$ cat config.mk
export PLATFORM = sky130hd
export DESIGN_NAME = http_host_header_extractor
export DESIGN_NICKNAME = d
export VERILOG_FILES = /design/src/rtl/hhx_pkg.sv /design/src/rtl/hhx_front.sv /design/src/rtl/hhx_queue.sv /design/src/rtl/hhx_back.sv /design/src/rtl/http_host_header_extractor.sv
export SDC_FILE = /design/constraint.sdc
export NUM_CORES = 1
export LEC_CHECK = 0
export ABC_CLOCK_PERIOD_IN_PS = 10700
export BUFFER_PORTS_ARGS = -buffer_cell sky130_fd_sc_hd__buf_2
export CAP_MARGIN = 10
export CORE_MARGIN = 4
export CORE_UTILIZATION = 55
export DETAILED_ROUTE_END_ITERATION = 12
export GPL_TIMING_DRIVEN = 0
export PLACE_DENSITY = 0.82
export SYNTH_ARGS = -nofsm -noshare
export SYNTH_HDL_FRONTEND = slang
export SYNTH_SLANG_ARGS = --single-unit
$ cat constraint.sdc
create_clock -name i_clk -period 10.7 [get_ports i_clk]
set_clock_uncertainty 0.1 [all_clocks]
set_input_delay 0 -clock i_clk [delete_from_list [all_inputs] [get_ports i_clk]]
set_output_delay 0 -clock i_clk [all_outputs]
set_load 0.01 [all_outputs]
$ cat src/rtl/hhx_pkg.sv
`timescale 1ns / 1ps
// Shared types, codes and constants of the HTTP Host header extractor.
package hhx_pkg;

    typedef struct packed {
        logic [7:0] payload_byte;
        logic       end_of_buffer;
    } t_in_item;

    typedef struct packed {
        logic       item_kind;
        logic [7:0] host_byte;
        logic [2:0] parse_status;
        logic       is_final;
    } t_out_item;

    typedef enum logic [2:0] {
        PH_FIRST   = 3'd0,
        PH_GOT_CR  = 3'd1,
        PH_KEYWORD = 3'd2,
        PH_SKIP    = 3'd3,
        PH_VALUE   = 3'd4,
        PH_DONE    = 3'd5
    } t_phase;

    localparam logic [2:0] ST_OK        = 3'd0;
    localparam logic [2:0] ST_NOT_HTTP  = 3'd1;
    localparam logic [2:0] ST_NO_HOST   = 3'd2;
    localparam logic [2:0] ST_EARLY_END = 3'd3;
    localparam logic [2:0] ST_TRUNCATED = 3'd4;

    localparam logic KIND_BYTE   = 1'b0;
    localparam logic KIND_STATUS = 1'b1;

    localparam logic [7:0] CH_CR = 8'h0D;
    localparam logic [7:0] CH_LF = 8'h0A;

    // "HTTP/1." as it sits in bits 63:8 of the byte window
    localparam logic [55:0] HTTP_TAG = 56'h485454502F312E;
    localparam logic [3:0]  FLC_MAX  = 4'd15;
    localparam logic [3:0]  FLC_MIN  = 4'd8;
    localparam logic [2:0]  KEY_LEN  = 3'd5;

    localparam int QDEPTH = 4;
    localparam int QIDX_W = 2;
    localparam int QCNT_W = 3;

    function automatic logic [7:0] key_char(input logic [2:0] idx);
        logic [7:0] c;
        unique case (idx)
            3'd0:    c = 8'h48; // H
            3'd1:    c = 8'h6F; // o
            3'd2:    c = 8'h73; // s
            3'd3:    c = 8'h74; // t
            3'd4:    c = 8'h3A; // :
            default: c = 8'h00;
        endcase
        return c;
    endfunction

endpackage

$ cat src/rtl/hhx_front.sv
`timescale 1ns / 1ps
// Front end: per-byte request parser that classifies each byte and emits result records.
module hhx_front #(
    parameter int HOST_MAX = 255
) (
    input  logic              i_clk,
    input  logic              i_rst_n,
    input  logic              i_valid,
    input  logic              i_space,
    output logic              o_ready,
    input  hhx_pkg::t_in_item i_item,
    output logic              o_push,
    output hhx_pkg::t_out_item o_item
);
    import hhx_pkg::*;

    localparam int HL_W = $clog2(HOST_MAX + 2);
    localparam logic [HL_W-1:0] HL_MAX   = HL_W'(HOST_MAX);
    localparam logic [HL_W-1:0] HL_TRUNC = HL_W'(HOST_MAX + 1);

    t_phase          r_phase, n_phase, w_phase_step;
    logic [63:0]     r_recent, n_recent;
    logic [3:0]      r_flc, n_flc;
    logic [2:0]      r_kmc, n_kmc;
    logic [HL_W-1:0] r_hlen, n_hlen;

    logic       w_acc;
    logic [7:0] w_b;
    logic       w_eob;
    logic       w_emit_byte, w_emit_status;
    logic [2:0] w_status;

    assign o_ready = i_space;
    assign w_acc   = i_valid && i_space;
    assign w_b     = i_item.payload_byte;
    assign w_eob   = i_item.end_of_buffer;

    // next state
    always_comb begin
        w_phase_step = r_phase;
        n_recent     = r_recent;
        n_flc        = r_flc;
        n_kmc        = r_kmc;
        n_hlen       = r_hlen;
        unique case (r_phase)
            PH_FIRST: begin
                if (w_b == CH_CR) begin
                    if (r_flc >= FLC_MIN && r_recent[63:8] == HTTP_TAG) begin
                        w_phase_step = PH_GOT_CR;
                    end else begin
                        w_phase_step = PH_DONE;
                    end
                end else begin
                    n_recent = {r_recent[55:0], w_b};
                    if (r_flc < FLC_MAX) begin
                        n_flc = r_flc + 4'd1;
                    end
                end
            end
            PH_GOT_CR: begin
                if (w_b == CH_LF) begin
                    n_kmc        = '0;
                    w_phase_step = PH_KEYWORD;
                end else if (w_b != CH_CR) begin
                    w_phase_step = PH_SKIP;
                end
            end
            PH_KEYWORD: begin
                if (r_kmc == 3'd0 && w_b == CH_CR) begin
                    w_phase_step = PH_DONE;
                end else if (r_kmc < KEY_LEN && w_b == key_char(r_kmc)) begin
                    n_kmc = r_kmc + 3'd1;
                    if (r_kmc + 3'd1 == KEY_LEN) begin
                        n_hlen       = '0;
                        w_phase_step = PH_VALUE;
                    end
                end else begin
                    w_phase_step = (w_b == CH_CR) ? PH_GOT_CR : PH_SKIP;
                end
            end
            PH_SKIP: begin
                if (w_b == CH_CR) begin
                    w_phase_step = PH_GOT_CR;
                end
            end
            PH_VALUE: begin
                if (w_b == CH_CR) begin
                    w_phase_step = PH_DONE;
                end else if (r_hlen < HL_MAX) begin
                    n_hlen = r_hlen + HL_W'(1);
                end else begin
                    n_hlen = HL_TRUNC;
                end
            end
            default: begin
            end
        endcase
        n_phase = w_phase_step;
        if (w_eob) begin
            n_phase  = PH_FIRST;
            n_recent = '0;
            n_flc    = '0;
            n_kmc    = '0;
            n_hlen   = '0;
        end
    end

    // outputs
    always_comb begin
        w_emit_byte   = 1'b0;
        w_emit_status = 1'b0;
        w_status      = ST_OK;
        unique case (r_phase)
            PH_FIRST: begin
                if (w_b == CH_CR &&
                    !(r_flc >= FLC_MIN && r_recent[63:8] == HTTP_TAG)) begin
                    w_emit_status = 1'b1;
                    w_status      = ST_NOT_HTTP;
                end
            end
            PH_KEYWORD: begin
                if (r_kmc == 3'd0 && w_b == CH_CR) begin
                    w_emit_status = 1'b1;
                    w_status      = ST_NO_HOST;
                end
            end
            PH_VALUE: begin
                if (w_b == CH_CR) begin
                    w_emit_status = 1'b1;
                    w_status      = (r_hlen > HL_MAX) ? ST_TRUNCATED : ST_OK;
                end else if (r_hlen < HL_MAX) begin
                    w_emit_byte = 1'b1;
                end
            end
            default: begin
            end
        endcase
        if (w_eob && !w_emit_status && w_phase_step != PH_DONE) begin
            w_emit_status = 1'b1;
            w_emit_byte   = 1'b0;
            w_status      = ST_EARLY_END;
        end
    end

    always_comb begin
        o_push = w_acc && (w_emit_byte || w_emit_status);
        if (w_emit_status) begin
            o_item.item_kind    = KIND_STATUS;
            o_item.host_byte    = 8'd0;
            o_item.parse_status = w_status;
            o_item.is_final     = 1'b1;
        end else begin
            o_item.item_kind    = KIND_BYTE;
            o_item.host_byte    = w_b;
            o_item.parse_status = ST_OK;
            o_item.is_final     = 1'b0;
        end
    end

    always_ff @(posedge i_clk) begin
        if (!i_rst_n) begin
            r_phase  <= PH_FIRST;
            r_recent <= '0;
            r_flc    <= '0;
            r_kmc    <= '0;
            r_hlen   <= '0;
        end else if (w_acc) begin
            r_phase  <= n_phase;
            r_recent <= n_recent;
            r_flc    <= n_flc;
            r_kmc    <= n_kmc;
            r_hlen   <= n_hlen;
        end
    end

endmodule

$ cat src/rtl/hhx_queue.sv
`timescale 1ns / 1ps
// Short result queue between the parser and the output stage.
module hhx_queue (
    input  logic               i_clk,
    input  logic               i_rst_n,
    input  logic               i_push,
    input  hhx_pkg::t_out_item i_item,
    output logic               o_space,
    input  logic               i_pop,
    output logic               o_avail,
    output hhx_pkg::t_out_item o_item
);
    import hhx_pkg::*;

    t_out_item           r_mem [QDEPTH];
    logic [QIDX_W-1:0]   r_wr, r_rd;
    logic [QCNT_W-1:0]   r_cnt, n_cnt;

    assign o_space = (r_cnt != QCNT_W'(QDEPTH));
    assign o_avail = (r_cnt != '0);
    assign o_item  = r_mem[r_rd];

    always_comb begin
        n_cnt = r_cnt;
        if (i_push && !(i_pop && o_avail)) begin
            n_cnt = r_cnt + QCNT_W'(1);
        end else if (!i_push && i_pop && o_avail) begin
            n_cnt = r_cnt - QCNT_W'(1);
        end
    end

    always_ff @(posedge i_clk) begin
        if (i_push) begin
            r_mem[r_wr] <= i_item;
        end
    end

    always_ff @(posedge i_clk) begin
        if (!i_rst_n) begin
            r_wr  <= '0;
            r_rd  <= '0;
            r_cnt <= '0;
        end else begin
            r_cnt <= n_cnt;
            if (i_push) begin
                r_wr <= r_wr + QIDX_W'(1);
            end
            if (i_pop && o_avail) begin
                r_rd <= r_rd + QIDX_W'(1);
            end
        end
    end

endmodule

$ cat src/rtl/hhx_back.sv
`timescale 1ns / 1ps
// Back end: output register that hands queued results to the downstream side.
module hhx_back (
    input  logic               i_clk,
    input  logic               i_rst_n,
    input  logic               i_avail,
    input  hhx_pkg::t_out_item i_item,
    output logic               o_pop,
    output logic               o_valid,
    input  logic               i_ready,
    output hhx_pkg::t_out_item o_item
);
    import hhx_pkg::*;

    logic      r_valid;
    t_out_item r_item;

    assign o_pop   = i_avail && (!r_valid || i_ready);
    assign o_valid = r_valid;
    assign o_item  = r_item;

    always_ff @(posedge i_clk) begin
        if (!i_rst_n) begin
            r_valid <= 1'b0;
        end else if (!r_valid || i_ready) begin
            r_valid <= i_avail;
        end
    end

    always_ff @(posedge i_clk) begin
        if (o_pop) begin
            r_item <= i_item;
        end
    end

endmodule

$ cat src/rtl/http_host_header_extractor.sv
`timescale 1ns / 1ps
// Top level of the HTTP Host header extractor: parser, result queue and output stage.
//
//   channel  | valid        | ready        | request
//   ---------+--------------+--------------+-------------------------------
//   in       | i_in_valid   | o_in_ready   | i_in_item  (payload byte, eob)
//   out      | o_out_valid  | i_out_ready  | o_out_item (host byte/status)
//
// One byte per cycle is accepted while the four-entry result queue has room.
// A result is written into the queue on the edge that accepts its byte, and is
// then loaded into the output register once that register is empty or its
// result is being accepted. Downstream stalls fill the queue, then drop
// o_in_ready. Synchronous reset returns the parser to the first line.
module http_host_header_extractor #(
    parameter int HOST_MAX = 255
) (
    input  logic               i_clk,
    input  logic               i_rst_n,
    input  logic               i_in_valid,
    output logic               o_in_ready,
    input  hhx_pkg::t_in_item  i_in_item,
    output logic               o_out_valid,
    input  logic               i_out_ready,
    output hhx_pkg::t_out_item o_out_item
);
    import hhx_pkg::*;

    logic      w_space, w_push, w_avail, w_pop;
    t_out_item w_front_item, w_queue_item;

    hhx_front #(
        .HOST_MAX(HOST_MAX)
    ) u_front (
        .i_clk   (i_clk),
        .i_rst_n (i_rst_n),
        .i_valid (i_in_valid),
        .i_space (w_space),
        .o_ready (o_in_ready),
        .i_item  (i_in_item),
        .o_push  (w_push),
        .o_item  (w_front_item)
    );

    hhx_queue u_queue (
        .i_clk   (i_clk),
        .i_rst_n (i_rst_n),
        .i_push  (w_push),
        .i_item  (w_front_item),
        .o_space (w_space),
        .i_pop   (w_pop),
        .o_avail (w_avail),
        .o_item  (w_queue_item)
    );

    hhx_back u_back (
        .i_clk   (i_clk),
        .i_rst_n (i_rst_n),
        .i_avail (w_avail),
        .i_item  (w_queue_item),
        .o_pop   (w_pop),
        .o_valid (o_out_valid),
        .i_ready (i_out_ready),
        .o_item  (o_out_item)
    );

endmodule
==> impl_results.md <==
* Setup-failing EPs final at 0
* Clock Latency Late Sink at approximately 0.43 ns
* CP delay by family, top: compound AO/OA/AOI/OAI gates
* TritonCTS buffer count at 17
* CP Capture Type: flop
* Clock sink count at between 150 and 200
* Worst-margin pin slew at approximately 0.79 ns
* # H-tree levels at 4
* RSZ-0062 raised after global routing: no
* Clock transition at the registers of the reported paths at 0.06 ns
* Num rows at 39
* Final hold viol count at 0
* DRT Wirelength at 15.0 mm
* Die Wd at 118 microns
* Synth Flop Type: dfxtp_1
* Cell variety after synth at 62
* Wire per inst at 18.8 microns
* WP data required at 10.95 ns
* YS warnings at 0
* Power Dens Cells at 209 nW/um^2
* Mapped Avg Cell Area at 11.1 sq um
* Hold WC Path Type: primary input to flop
* Final Max Slew Viols at 0
* Nets at 673
* Fraction of registers with async set or reset after synthesis at 0%
* Crit path buf inv count at 1
* WP data arrival at 4.98 ns
* Worst-case clock buffer depth at 2
* CTS tree: done
* Total GRT Usage at 22.4%
* Via count at just over 5000
* Status: complete, no violations
* Syn Std Cell Area at about 6600 sq um
* Cells along the critical path: ha_1 > ha_1 > inv_1 > o311ai_1 > xor2_1 > a211oi_1 > a31o_1 > a21o_1 > o21ai_4 > a21oi_4 > nand2_1 > fa_1 > or3_1 > o22a_1 > o31ai_1 > nand2_1 > a21o_1 > a21oi_1
* Root buffer cell: clkbuf_16
* Core ar. at about 12000 sq um
* Diode count at 0
* Seq/Total Area, Yosys at 54.9%
* First-pass GRT wire length at 24.9 mm
* Largest net degree at the start of global routing at 20
* Die area at 13800 sq um
* Initial Util at 57.0%
* Antenna viol nets, final at 0
* Relative slew slack at 46.8%
* EDFF count, synth at 60
* DR vias/cell at 6.27
* Flop-to-flop setup slack at between 5 and 6 ns
* Highest Clock Rate at 211 MHz
* Area grow syn2layout at 15.1%
* Worst Path Max Fanout at 10
* Syn nets at 620
* Final RePlAce weighted congestion at approximately 0.9
* Antenna violations before repair at 0
* DPL Wire Length at roughly 10 mm
* WS Path Type: flop to flop
* Layout cells sized above 1 at between 10 and 15%
* Die Ht at 118 microns
* GRT Residual Overflow at 0
* Max stage delay cell, worst path: a211oi_1
* Resized cells post-CTS at 0
* Vias in the first global route at 5004
* IO Pins at 28
* Setup TNS at 0 ns
* IO buf count at 22
* Tcrit/Tclk final at between 40% and 50%
* Router iterations before antenna repair at 5
* Max VDD drop at 0.145 mV
* CP max stage delay at 0.60 ns
* Setup crit start kind: flop
* Overall Power at 1590 uW
* Lkg Pwr at 0.00265 uW
* Starting DRT DRC Count at roughly 530
* Maximum Capacitance Violations at 0
* Post-Synthesis Cells at 593
* Residual DRC at 0
* Post-synthesis register bit count at 151
* Post-layout min period at 4.74 ns
==> layout by cell type (no fill, tap or decap), types with 14 or more instances in the layout <==
cell type / Yosys / routed
nand2_1: 32 / 32
nor2_1: 91 / 91
clkbuf_16: 0 / 17
dfxtp_1: 91 / 91
o221a_2: 18 / 18
buf_2: 5 / 27
and2_1: 14 / 14
edfxtp_1: 60 / 60
a22oi_1: 47 / 47
clkbuf_1: 23 / 24
==> timing repair <==
action                    in CTS  in global routing
hold endpoints to repair      24                  0
setup buffers                  0                  0
hold buffers                  12                  0
==> flip-flops by register name (all words and copies together) (netlist names) <==
signal and cells:
u_front.r_flc 4, u_front.r_kmc 3, u_front.r_phase 3, u_back.o_item 12, u_queue.r_mem 48, u_queue.r_rd 2
u_queue.r_cnt 3, u_back.o_valid 1, u_front.r_recent 64, u_front.r_hlen 9, u_queue.r_wr 2
==> routing by layer <==
layer	global-route usage (%)	share of wire, %
met5	0	0
met4	9.67	2.6
met1	28.2	43
met2	36.8	49
met3	5.72	5.5
==> through the flow <==
| step | hold slack (ns) | util (%) | setup WS [ns] | instance area (sq um) | instances |
|---|---|---|---|---|---|
| 3_5_place_dp | 0.184 | 59.5 | 6.07 | 6890 | 758 |
| 3_3_place_gp | 0.172 | 59.5 | 6.30 | 6890 | 758 |
| 6_report | 0.0888 | 65.7 | 5.96 | 7590 | 802 |
| 4_1_cts | 0.0539 | 65.7 | 6.05 | 7590 | 802 |
| 5_1_grt | 0.0915 | 65.7 | 5.69 | 7590 | 802 |
| 2_1_floorplan | 0.0796 | - | 6.74 | 6600 | 593 |
==> power by group <==
part           internal [uW]  switching [uW]
Combinational            122             172
Clock                    363             231
Sequential               670            32.1
Total                   1160             435
==> cell type report <==
type / instances / area [sq um]
fill: 840 / 3970
sequential: 151 / 3620
multi-input combinational: 392 / 2770
clock buffer: 18 / 429
timing repair buffer: 34 / 230
tap: 143 / 179
clock inverter: 14 / 159
buffer: 33 / 138
inverter: 17 / 63.8
==> worst reg2reg max path, stage by stage (launching register included) <==
cell      delay, ns
dfxtp_1        0.41
ha_1           0.34
ha_1           0.31
inv_1          0.06
o311ai_1       0.33
xor2_1         0.12
a211oi_1       0.60
a31o_1         0.28
a21o_1         0.16
o21ai_4        0.10
a21oi_4        0.27
nand2_1        0.11
fa_1           0.43
or3_1          0.40
o22a_1         0.16
o31ai_1        0.06
nand2_1        0.10
a21o_1         0.18
a21oi_1        0.14
==> kinds of logic after synthesis <==
kind of cell,share of synthesized area (%)
AO/OA/AOI/OAI,14.7
XOR/XNOR,2.07
adder cells (fa/ha/maj),2.77
buffers and inverters,3.05
flip-flops,54.9
multiplexers,4.70
AND/OR/NAND/NOR,17.8
==> cells in the mapped netlist, drive strengths merged (13+ instances only) <==
master / number / share of area [%]
a21oi: 13 / 1.2
a22oi: 47 / 5.3
and2: 14 / 1.3
clkbuf: 23 / 1.3
dfxtp: 91 / 28
edfxtp: 60 / 27
ha: 13 / 2.5
inv: 17 / 0.97
nand2: 32 / 1.8
nor2: 91 / 5.2
o21ai: 13 / 1.2
o221a: 18 / 3.1
==> path summary, 6_finish.rpt <==
path / endpoint / from / cells after the start
max: u_queue.r_cnt[2] / u_front.r_kmc[0] / 18
max reg2reg: u_queue.r_cnt[2] / u_front.r_kmc[0] / 18
min reg2reg: u_front.r_hlen[7] / u_front.r_hlen[7] / 2
min: u_front.r_phase[0] / i_in_valid / 4
No activity file was read; power rests on OpenSTA's default activity.
